$ cat config.mk
export PLATFORM = sky130hd
export DESIGN_NAME = hcrc_divider
export DESIGN_NICKNAME = d
export VERILOG_FILES = /design/src/sv/hcrc_divider.sv
export SDC_FILE = /design/constraint.sdc
export NUM_CORES = 1
export LEC_CHECK = 0
export BUFFER_PORTS_ARGS = -buffer_cell sky130_fd_sc_hd__buf_2
export CORE_UTILIZATION = 30
export DETAILED_ROUTE_END_ITERATION = 6
export GPL_TIMING_DRIVEN = 0
export PLACE_DENSITY = 0.48
export SKIP_CTS_REPAIR_TIMING = 1
export SYNTH_ARGS = -nofsm -noshare
export SYNTH_HDL_FRONTEND = slang
export SYNTH_SLANG_ARGS = --single-unit
$ cat constraint.sdc
create_clock -name clk -period 6.34 [get_ports clk]
set_input_delay 1.268 -clock clk [delete_from_list [all_inputs] [get_ports clk]]
set_output_delay 1.268 -clock clk [all_outputs]
set_load 0.01 [all_outputs]
$ cat src/sv/hcrc_divider.sv
// Restoring divider: quotient = floor(num * 65536 / den), num < den
`timescale 1ns / 1ps
module hcrc_divider (
	input  logic        clk,
	input  logic        arst_n,
	input  logic        start,
	input  logic [14:0] num,
	input  logic [14:0] den,
	output logic        busy,
	output logic [15:0] quot
);
	logic [15:0] rem_q;
	logic [14:0] den_q;
	logic [4:0]  cnt_q;
	logic [16:0] trial;

	assign trial = {rem_q, 1'b0} - {2'b0, den_q};
	assign busy = (cnt_q != 5'd0);

	always_ff @(posedge clk or negedge arst_n) begin
		if (!arst_n) begin
			cnt_q <= '0;
		end else if (start) begin
			cnt_q <= 5'd16;
		end else if (busy) begin
			cnt_q <= cnt_q - 5'd1;
		end
	end

	always_ff @(posedge clk) begin
		if (start) begin
			rem_q <= {1'b0, num};
			den_q <= den;
			quot  <= '0;
		end else if (busy) begin
			if (!trial[16]) begin
				rem_q <= trial[15:0];
				quot  <= {quot[14:0], 1'b1};
			end else begin
				rem_q <= {rem_q[14:0], 1'b0};
				quot  <= {quot[14:0], 1'b0};
			end
		end
	end
endmodule

==> results.sh, run 1 <==
export IMPL_synthTopCellsByCount="59 x nand2_1, 33 x a21oi_1, 30 x edfxtp_1"
export IMPL_cts_tree="done"
export IMPL_place_congestion=0.865
export IMPL_synth_seq_cells=52
export IMPL_synth_top_area_share_pct=29.9
export IMPL_finalPower_mw=1.67
export IMPL_slew_headroom_pct=41.0
export IMPL_clk_latency_ns=0.32
export IMPL_tightest_slew_ns=0.885
export IMPL_drc_errors=0
export IMPL_drtAntennaViolNets=0
export IMPL_root_buffer="clkbuf_8"
export IMPL_synthCells=319
export IMPL_grt_pass1_wl_um=12000
export IMPL_post_drt_wl_per_cell_um=14.5
export IMPL_fmax_ghz=0.295
export IMPL_io_pins=50
export IMPL_clk_path_buf_depth=2
export IMPL_drt_total_wl_um=7400
export IMPL_cap_violations=0
export IMPL_rows=36
export IMPL_layout_min_cycle_time_ns=3.39
export IMPL_clkSinkCount=52
export IMPL_avgSynthCellArea_sq_um=9.44
export IMPL_leakage_nw=1.50
export IMPL_clock_skew_ns=0.0179
export IMPL_yosysMostFrequentCell="nand2_1"
export IMPL_synth_edf_count=30
export IMPL_setup_worst_path_end="busy"
export IMPL_r2r_end="rem_q[10]"
export IMPL_num_nets_final=425
export IMPL_core_area_sq_mm=0.00977
export IMPL_port_buffers=49
export IMPL_drtIter0Drc=76
export IMPL_cts_buffers=5
export IMPL_start_kind="flip-flop"
export IMPL_netlist_area_sq_mm=0.00301
export IMPL_worst_path_max_fanout=10
export IMPL_nFillCells=1028
export IMPL_status="finished clean"
export IMPL_async_flop_share_pct=9.62
export IMPL_crit_start="cnt_q[0]"
export IMPL_r2r_slack_ns=3.39
export IMPL_setup_viol=0
export IMPL_overflow=0
export IMPL_initial_utilization_pct=30.8
export IMPL_hold_viol_final=0
export IMPL_area_delta_synth_final_pct=16.9
export IMPL_viasPerCell=4.78
export IMPL_finalMaxSlewViolations=0
export IMPL_crit_required_ns=5.07
export IMPL_grt_max_degree=20
export IMPL_synth_largest_area_cell="edfxtp_1"
export IMPL_synth_fp_nets=369
export IMPL_worstPathArrival_ns=2.12
export IMPL_path_clk_slew_ns=0.12
export IMPL_grt_pass1_vias=2434
export IMPL_crit_type="flip-flop to output port"
export IMPL_seq_area_frac_synth_pct=45.3
export IMPL_grt_setup_unrepaired="no"
export IMPL_die_h_um=102
export IMPL_synth_area_leaders="edfxtp_1 30%, dfxtp_1 11%, nand2_1 7.4%, ha_1 6.6%, a21oi_1 5.5%"
export IMPL_crit_path_end_kind="output port"
export IMPL_setup_tns_ns=0
export IMPL_ir_worst_vdd_v=0.000170
export IMPL_htreeDepth=2
export IMPL_ys_warnings_count=0
export IMPL_fin_crit_sh_pct=53.5
export IMPL_holdCritPathClass="flip-flop to flip-flop"
export IMPL_dp_final_hpwl_um=5460
export IMPL_antenna_found_initial=0
export IMPL_r2r_cells=8
export IMPL_drive_above_1_share_pct=19.9
export IMPL_via_count=2431
export IMPL_die_area_sq_mm=0.0104
export IMPL_grt_usage_pct=15.2
export IMPL_die_x_um=102
export IMPL_power_density_mw_per_mm2=473
export IMPL_first_pass_iters=4
export IMPL_timing_rr_start="rem_q[0]"
export IMPL_synthFlopType="edfxtp_1"
export IMPL_insertedDiodeCount=0
export IMPL_ys_types=51
[stage by stage]
step	setup WS, ns	instance area [sq um]	hold slack, ns	std cells	utilization (%)
detailed placement	3.10	3420	0.447	501	35.0
CTS	2.91	3520	0.465	509	36.0
global route	2.75	3520	0.493	509	36.0
floorplan	3.72	3010	0.476	319	-
finish	2.95	3520	0.464	509	36.0
global placement	3.15	3420	0.440	501	35.0
[power breakdown]
| part | switching, mW | internal (mW) | leakage [nW] | total (mW) |
|---|---|---|---|---|
| combinational | 0.544 | 0.400 | 0.942 | 0.944 |
| clock | 0.129 | 0.0837 | 0.0511 | 0.212 |
| sequential | 0.0521 | 0.458 | 0.509 | 0.510 |
| total | 0.725 | 0.941 | 1.50 | 1.67 |
[worst max-delay path: stages (launching register included)]
cell and delay (ns):
dfrtp_1 0.41, inv_1 0.12, ha_1 0.19, nor4b_1 0.52, inv_1 0.11, clkbuf_1 0.25, buf_2 0.20
[routing by layer]
metal / up-vias / track usage [%] / share of wire, %
met1: 1159 / 19.8 / 48
met4: 0 / 3.30 / 0.51
met2: 32 / 26.4 / 49
met3: 4 / 2.33 / 2.5
met5: - / 0 / 0
li1: 1236 / - / -
[logic make-up (layout without fill, tap and decap cells)]
| family | Yosys count | in the layout | synth area share, % |
|---|---|---|---|
| AND/OR/NAND/NOR | 103 | 103 | 15.8 |
| AO/OA/AOI/OAI | 86 | 86 | 19.2 |
| flip-flops | 52 | 52 | 45.3 |
| buffers and inverters | 41 | 98 | 5.81 |
| adder cells (fa/ha/maj) | 17 | 17 | 7.31 |
| XOR/XNOR | 14 | 14 | 4.07 |
| multiplexers | 6 | 6 | 2.45 |
[cell usage in the layout (no fill, tap or decap), types with 4 or more instances in the layout]
master    count
nor3_1        5
nand2_1      59
clkbuf_8      5
xnor2_1       9
o31ai_1       4
buf_2        51
dfrtp_1       5
dfxtp_1      17
ha_1         16
edfxtp_1     30
a21o_1        9
xor2_1        5
clkbuf_1     11
inv_1        25
a21oi_1      33
mux2i_1       4
nor2_1       19
o21ai_1       8
nand4_1       4
o21ai_0       6
[flip-flops by register name, summed over array words and instances, names as in the netlist]
| register | count |
|---|---|
| rem_q | 16 |
| quot | 16 |
| den_q | 15 |
| cnt_q | 5 |
[layout make-up]
type                            instances  area, sq um  share of cell area [%]
Buffer                                 16         81.3                    2.31
Clock buffer                            5         68.8                    1.95
Clock inverter                          3         28.8                   0.817
Inverter                               25         93.8                    2.66
Multi-Input combinational cell        226         1470                    41.8
Sequential cell                        52         1370                    38.8
Tap cell                              133          166                    4.72
Timing Repair Buffer                   49          245                    6.96
[worst min-delay path by stage]
stage                  start  endpoint  depth (start not counted)
finish              quot[15]  quot[15]                          2
global placement    quot[15]  quot[15]                          2
CTS                 quot[15]  quot[15]                          2
floorplan           quot[15]  quot[15]                          2
global route         quot[5]   quot[5]                          2
detailed placement  quot[15]  quot[15]                          2
(Power assumes the default switching activity.)
==> run 2, diff against run 1 <==
--- a/config.mk
+++ b/config.mk
@@ -5,6 +5,7 @@
 export SDC_FILE = /design/constraint.sdc
 export NUM_CORES = 1
 export LEC_CHECK = 0
+export ABC_AREA = 1
 export BUFFER_PORTS_ARGS = -buffer_cell sky130_fd_sc_hd__buf_2
 export CORE_UTILIZATION = 30
 export DETAILED_ROUTE_END_ITERATION = 6
==> constraint.sdc (replaced) <==
create_clock -name clk -period 3.5 [get_ports clk]
set_input_delay 0.7 -clock clk [delete_from_list [all_inputs] [get_ports clk]]
set_output_delay 0.7 -clock clk [all_outputs]
set_load 0.01 [all_outputs]
==> run 2 against run 1 <==
Effect of this change:
- sequential power grew 80%
- hold slack lost 0.28 ns
- combinational power rose by 57%
- power grew 66%
- sequential share of layout area shrank 0.23 points
- register-to-register slack got worse by 2.2 ns
- first-iteration DRC count increased by 17%
- largest cell class is now sequential cells
- utilization grew 0.051 points
- synthesized cell count grew 23%
==> results.sh, run 2 <==
export IMPL_via_count=2579
export IMPL_crit_path_end_kind="flip-flop"
export IMPL_crit_required_ns=3.46
export IMPL_drive_above_1_share_pct=16.0
export IMPL_hold_viol_final=0
export IMPL_root_buffer="clkbuf_8"
export IMPL_synthFlopType="edfxtp_1"
export IMPL_final_common_cell="nand2_1"
export IMPL_start_kind="primary input"
export IMPL_async_flop_share_pct=9.62
export IMPL_top_regs="quot: 16 flops, rem_q: 16 flops, den_q: 15 flops"
export IMPL_die_h_um=103
export IMPL_clock_skew_ns=0.00636
export IMPL_synth_top_family_by_area="simple AND/OR/NAND/NOR gates"
export IMPL_synth_seq_cells=52
export IMPL_multi_input_area_sq_mm=0.00135
export IMPL_grt_max_degree=25
export IMPL_drtIter0Drc=89
export IMPL_drtAntennaViolNets=0
export IMPL_ys_types=36
export IMPL_cap_violations=0
export IMPL_holdCritPathClass="primary input to asynchronous set/reset pin"
export IMPL_synth_mux_area_share_pct=0
export IMPL_slew_headroom_pct=58.0
export IMPL_leakage_nw=1.78
export IMPL_p_clk_share_pct=13.2
export IMPL_port_buffers=49
export IMPL_worst_hold_slack_ns=0.181
export IMPL_synth_area_leaders="edfxtp_1 30%, nand2_1 15%, dfxtp_1 11%, inv_1 8.9%, ha_1 6.6%"
export IMPL_setup_tns_ns=0
export IMPL_overflow=0
export IMPL_nFillCells=1071
export IMPL_layout_min_cycle_time_ns=2.40
export IMPL_htreeDepth=2
export IMPL_p_int_mw=1.53
export IMPL_ir_worst_vdd_v=0.000257
export IMPL_synthTopCellsByCount="119 x nand2_1, 72 x inv_1, 33 x nand3_1"
export IMPL_num_nets_final=499
export IMPL_fmax_ghz=0.417
export IMPL_grt_usage_pct=15.0
export IMPL_clk_latency_ns=0.31
export IMPL_grt_pass1_wl_um=11900
export IMPL_grt_setup_unrepaired="no"
export IMPL_synth_fp_nets=443
export IMPL_dp_final_hpwl_um=5280
export IMPL_yosys_area_share_simple_pct=26.5
export IMPL_power_switching_mw=1.23
export IMPL_seq_area_sq_mm=0.00137
export IMPL_area_delta_synth_final_pct=16.4
export IMPL_fin_crit_sh_pct=68.4
export IMPL_synthCells=393
export IMPL_seq_area_frac_synth_pct=44.9
export IMPL_cts_tree="done"
export IMPL_clk_path_buf_depth=2
export IMPL_first_pass_iters=4
export IMPL_layout_common_cells="119 x nand2_1, 72 x inv_1, 50 x buf_2, 33 x nand3_1, 30 x edfxtp_1"
export IMPL_antenna_found_initial=0
export IMPL_clkSinkCount=52
export IMPL_yosys_area_share_adder_pct=7.23
export IMPL_initial_utilization_pct=31.0
export IMPL_viasPerCell=4.42
export IMPL_worstPathArrival_ns=2.35
export IMPL_path_clk_slew_ns=0.10
export IMPL_synth_xor_area_share_pct=1.73
export IMPL_p_seq_share_pct=33.2
export IMPL_die_x_um=103
export IMPL_grt_pass1_vias=2520
export IMPL_combPwrFrac_pct=53.6
export IMPL_io_pins=50
export IMPL_sw_frac_of_total_pct=44.5
export IMPL_crit_type="primary input to flip-flop"
export IMPL_power_density_mw_per_mm2=780
export IMPL_synth_largest_area_cell="edfxtp_1"
export IMPL_netlist_area_sq_mm=0.00304
export IMPL_avgSynthCellArea_sq_um=7.75
export IMPL_post_drt_wl_per_cell_um=12.4
export IMPL_core_area_sq_mm=0.00982
export IMPL_r2r_cells=12
export IMPL_synth_edf_count=30
export IMPL_status="finished clean"
export IMPL_yosysMostFrequentCell="nand2_1"
export IMPL_drt_total_wl_um=7240
export IMPL_ys_warnings_count=0
export IMPL_drc_errors=0
export IMPL_insertedDiodeCount=0
export IMPL_rows=36
export IMPL_worst_path_max_fanout=24
export IMPL_synth_compound_area_share_pct=8.92
export IMPL_synth_top_area_share_pct=29.6
export IMPL_cts_buffers=5
export IMPL_place_congestion=0.831
export IMPL_tightest_slew_ns=0.631
export IMPL_finalMaxSlewViolations=0
export IMPL_setup_viol=0
export IMPL_die_area_sq_mm=0.0106
## run 2: changes by cell type in the layout (fill, tap and decap cells not counted), moves of 4 or more
| cell | delta |
|---|---|
| nand2_1 | +60 |
| inv_1 | +47 |
| nand3_1 | +31 |
| a21oi_1 | -23 |
| o22ai_1 | +15 |
| a21o_1 | -9 |
| clkbuf_1 | -6 |
| nand2_2 | +5 |
| xnor2_1 | -5 |
| mux2i_1 | -4 |
| o21bai_1 | +4 |
## run 2: area by class of cell
cell class	count	area share (%)
flip-flops and latches	52	38.6
multi-input cells	258	38.1
repair buffers	49	6.92
plain buffers	8	1.31
inverters	75	7.94
clock buffers	6	2.05
clock inverters	2	0.424
well taps	133	4.70
## run 2: power by group through the flow
stage	Sequential [mW]	Clock [mW]	Combinational [mW]
2_1_floorplan	0.916	0	1.16
3_3_place_gp	0.930	0	1.48
3_5_place_dp	0.930	0	1.49
4_1_cts	0.918	0.384	1.49
5_1_grt	0.942	0.406	1.70
6_report	0.916	0.365	1.48
## run 2: critical path: stages
cell and delay, ns:
buf_2 0.39, clkbuf_1 0.42, nor2_1 0.13, clkinv_1 0.17, buf_2 0.53
## run 2: cell families after synthesis
| kind of cell | Yosys count |
|---|---|
| flip-flops | 52 |
| XOR/XNOR | 6 |
| adder cells (fa/ha/maj) | 17 |
| AO/OA/AOI/OAI | 45 |
| buffers and inverters | 83 |
| AND/OR/NAND/NOR | 190 |
## run 2: through the flow
step / power (mW) / area (sq um) / instances / setup WS [ns] / util [%]
after floorplan: 2.07 / 3040 / 393 / 1.51 / -
after global placement: 2.41 / 3460 / 575 / 0.714 / 35.2
final: 2.76 / 3540 / 583 / 1.10 / 36.1
after CTS: 2.80 / 3540 / 583 / 1.06 / 36.1
after detailed placement: 2.42 / 3460 / 575 / 0.697 / 35.2
after global routing: 3.05 / 3540 / 583 / 0.903 / 36.1
## run 2: path summary, 6_finish.rpt
path | start | to | slack [ns]
worst max-delay path | start | rem_q[13] | 1.10
worst min-delay path | arst_n | cnt_q[2] | 0.18
worst max register to register | rem_q[0] | rem_q[4] | 1.19
worst min register to register | quot[15] | quot[15] | 0.47
max in group asynchronous | arst_n | cnt_q[0] | 3.19
min in group clk | quot[15] | quot[15] | 0.47
## run 2: metal layers
layer	part of all wire, %	vias up	global-route usage (%)
met5	0	-	0
met2	45	51	24.9
met1	48	1146	19.3
met3	5.9	7	4.27
met4	0.95	0	3.58
li1	-	1375	-
==> run 3, diff against run 2 <==
--- a/config.mk
+++ b/config.mk
@@ -5,7 +5,7 @@
 export SDC_FILE = /design/constraint.sdc
 export NUM_CORES = 1
 export LEC_CHECK = 0
-export ABC_AREA = 1
+export ABC_AREA = 0
 export BUFFER_PORTS_ARGS = -buffer_cell sky130_fd_sc_hd__buf_2
 export CORE_UTILIZATION = 30
 export DETAILED_ROUTE_END_ITERATION = 6
==> constraint.sdc (replaced) <==
create_clock -name clk -period 2.4 [get_ports clk]
set_input_delay 0.48 -clock clk [delete_from_list [all_inputs] [get_ports clk]]
set_output_delay 0.48 -clock clk [all_outputs]
set_load 0.01 [all_outputs]
==> run 3 against run 2 <==
Effect of this change:
- the run now ends with setup timing left
- critical path depth up 5
- largest power group unchanged
- sequential power grew 50%
- first-iteration DRC count grew 3.4%
==> results.sh, run 3 (synthesis gave the netlist of run 1 again) <==
export IMPL_grt_pass1_vias=2372
export IMPL_cpLargestDelayFamily="compound AO/OA/AOI/OAI gates"
export IMPL_fin_crit_sh_pct=112
export IMPL_top_regs="quot: 16 flops, rem_q: 16 flops, den_q: 15 flops"
export IMPL_cts_tree="done"
export IMPL_violations="setup timing"
export IMPL_grtUsageMet1_pct=20.2
export IMPL_sw_frac_of_total_pct=42.2
export IMPL_holdCritPathClass="primary input to flip-flop"
export IMPL_root_buffer="clkbuf_8"
export IMPL_dp_slack_ns=-0.376
export IMPL_layout_common_cells="58 x nand2_1, 51 x buf_2, 30 x edfxtp_1, 29 x a21oi_1, 24 x inv_1"
export IMPL_grt_usage_pct=14.8
export IMPL_worstPathArrival_ns=2.74
export IMPL_port_buffers=49
export IMPL_cts_buffers=5
export IMPL_clkSinkCount=52
export IMPL_first_pass_iters=6
export IMPL_drc_errors=0
export IMPL_slew_headroom_pct=55.6
export IMPL_worst_path_max_fanout=7
export IMPL_r2r_slack_ns=-0.30
export IMPL_p_int_mw=2.99
export IMPL_p_seq_share_pct=26.4
export IMPL_grt_pass1_wl_um=11800
export IMPL_crit_chain="inv_2, fa_2, a211oi_4, o211ai_1, a2111oi_1, nand4b_4, buf_4, nor2_1, a211oi_1, a21oi_1"
export IMPL_viasPerCell=4.84
export IMPL_worst_hold_slack_ns=0.337
export IMPL_multi_input_area_sq_mm=0.00158
export IMPL_dp_final_hpwl_um=5380
export IMPL_area_delta_synth_final_pct=25.0
export IMPL_dpl_cell_area_sq_mm=0.00343
export IMPL_drive_above_1_share_pct=27.3
export IMPL_cap_violations=0
export IMPL_grt_max_degree=19
export IMPL_clk_path_buf_depth=2
export IMPL_stdcell_area_sq_mm=0.00377
export IMPL_instances_no_fill=521
export IMPL_drtAntennaViolNets=0
export IMPL_power_density_mw_per_mm2=1370
export IMPL_crit_required_ns=2.44
export IMPL_final_common_cell="nand2_1"
export IMPL_io_pins=50
export IMPL_die_h_um=102
export IMPL_die_x_um=102
export IMPL_via_count=2522
export IMPL_clock_skew_ns=0.0154
export IMPL_dp_cells=501
export IMPL_drt_total_wl_um=7530
export IMPL_cp_slowest_cell="fa_2"
export IMPL_use_met2_pct=24.5
export IMPL_core_area_sq_mm=0.00977
export IMPL_combPwrFrac_pct=63.1
export IMPL_overflow=0
export IMPL_nFillCells=1050
export IMPL_power_switching_mw=2.18
export IMPL_insertedDiodeCount=0
export IMPL_hold_viol_final=0
export IMPL_place_congestion=0.863
export IMPL_leakage_nw=1.60
export IMPL_clk_latency_ns=0.31
export IMPL_path_clk_slew_ns=0.11
export IMPL_htreeDepth=2
export IMPL_layout_min_cycle_time_ns=2.70
export IMPL_antenna_found_initial=0
export IMPL_tightest_slew_ns=0.666
export IMPL_ir_worst_vdd_v=0.000408
export IMPL_grtUsageMet3_pct=2.46
export IMPL_p_clk_share_pct=10.5
export IMPL_top_usage_layer="met2"
export IMPL_status="finished, violations left"
export IMPL_crit_type="flip-flop to flip-flop"
export IMPL_finalMaxSlewViolations=0
export IMPL_seq_area_sq_mm=0.00137
export IMPL_crit_path_end_kind="flip-flop"
export IMPL_num_nets_final=437
export IMPL_post_drt_wl_per_cell_um=14.5
export IMPL_die_area_sq_mm=0.0104
export IMPL_crit_buf_inv=2
export IMPL_initial_utilization_pct=30.8
export IMPL_worst_slack_ns=-0.296
export IMPL_slowest_delay_ns=0.43
export IMPL_setup_viol=17
export IMPL_drtIter0Drc=92
export IMPL_fmax_ghz=0.371
export IMPL_grt_setup_unrepaired="yes"
export IMPL_start_kind="flip-flop"
export IMPL_rows=36
## run 3: changes by cell type in the layout (fill, tap and decap cells not counted), moves of 6 or more
cell,change
a21o_1,+9
a21oi_1,+19
buf_4,+7
inv_1,-48
nand2_1,-61
nand3_1,-31
nor2_1,-6
o22ai_1,-15
## run 3: final cells by class
type / instances / share of cell area (%)
multi-input combinational: 226 / 41.9
sequential: 52 / 36.3
timing repair buffer: 62 / 9.93
tap: 133 / 4.42
inverter: 25 / 2.49
buffer: 15 / 2.42
clock buffer: 5 / 1.83
clock inverter: 3 / 0.697
## run 3: power by group through the flow
stage	logic, mW	clock network, mW	registers [mW]
after floorplan	1.96	0	1.33
after global placement	2.48	0	1.36
after detailed placement	2.50	0	1.37
after CTS	2.51	0.568	1.35
after global routing	3.56	0.606	1.39
final	3.26	0.544	1.37
## run 3: path summary, 6_finish.rpt
path / start / endpoint / cells past startpoint
max in group asynchronous: arst_n / cnt_q[4] / 2
hold reg to reg: quot[15] / quot[15] / 2
setup reg to reg: den_q[0] / rem_q[3] / 10
min in group asynchronous: arst_n / cnt_q[1] / 2
hold / removal: den[10] / den_q[10] / 1
setup / recovery: den_q[0] / rem_q[3] / 10
## run 3: routing by layer
metal  vias up  wire (um)
li1       1265          -
met1      1213       3700
met2        42       3570
met3         2        225
met4         0         38
met5         -          0
## run 3: stage by stage
| stage | power (mW) | setup TNS, ns | util (%) |
|---|---|---|---|
| final | 5.17 | -4.15 | 38.5 |
| after global routing | 5.56 | -5.85 | 38.5 |
| after CTS | 4.43 | -11.11 | 36.0 |
| after detailed placement | 3.86 | -10.01 | 35.1 |
| after global placement | 3.84 | -8.46 | 35.1 |
| after floorplan | 3.29 | 0 | - |
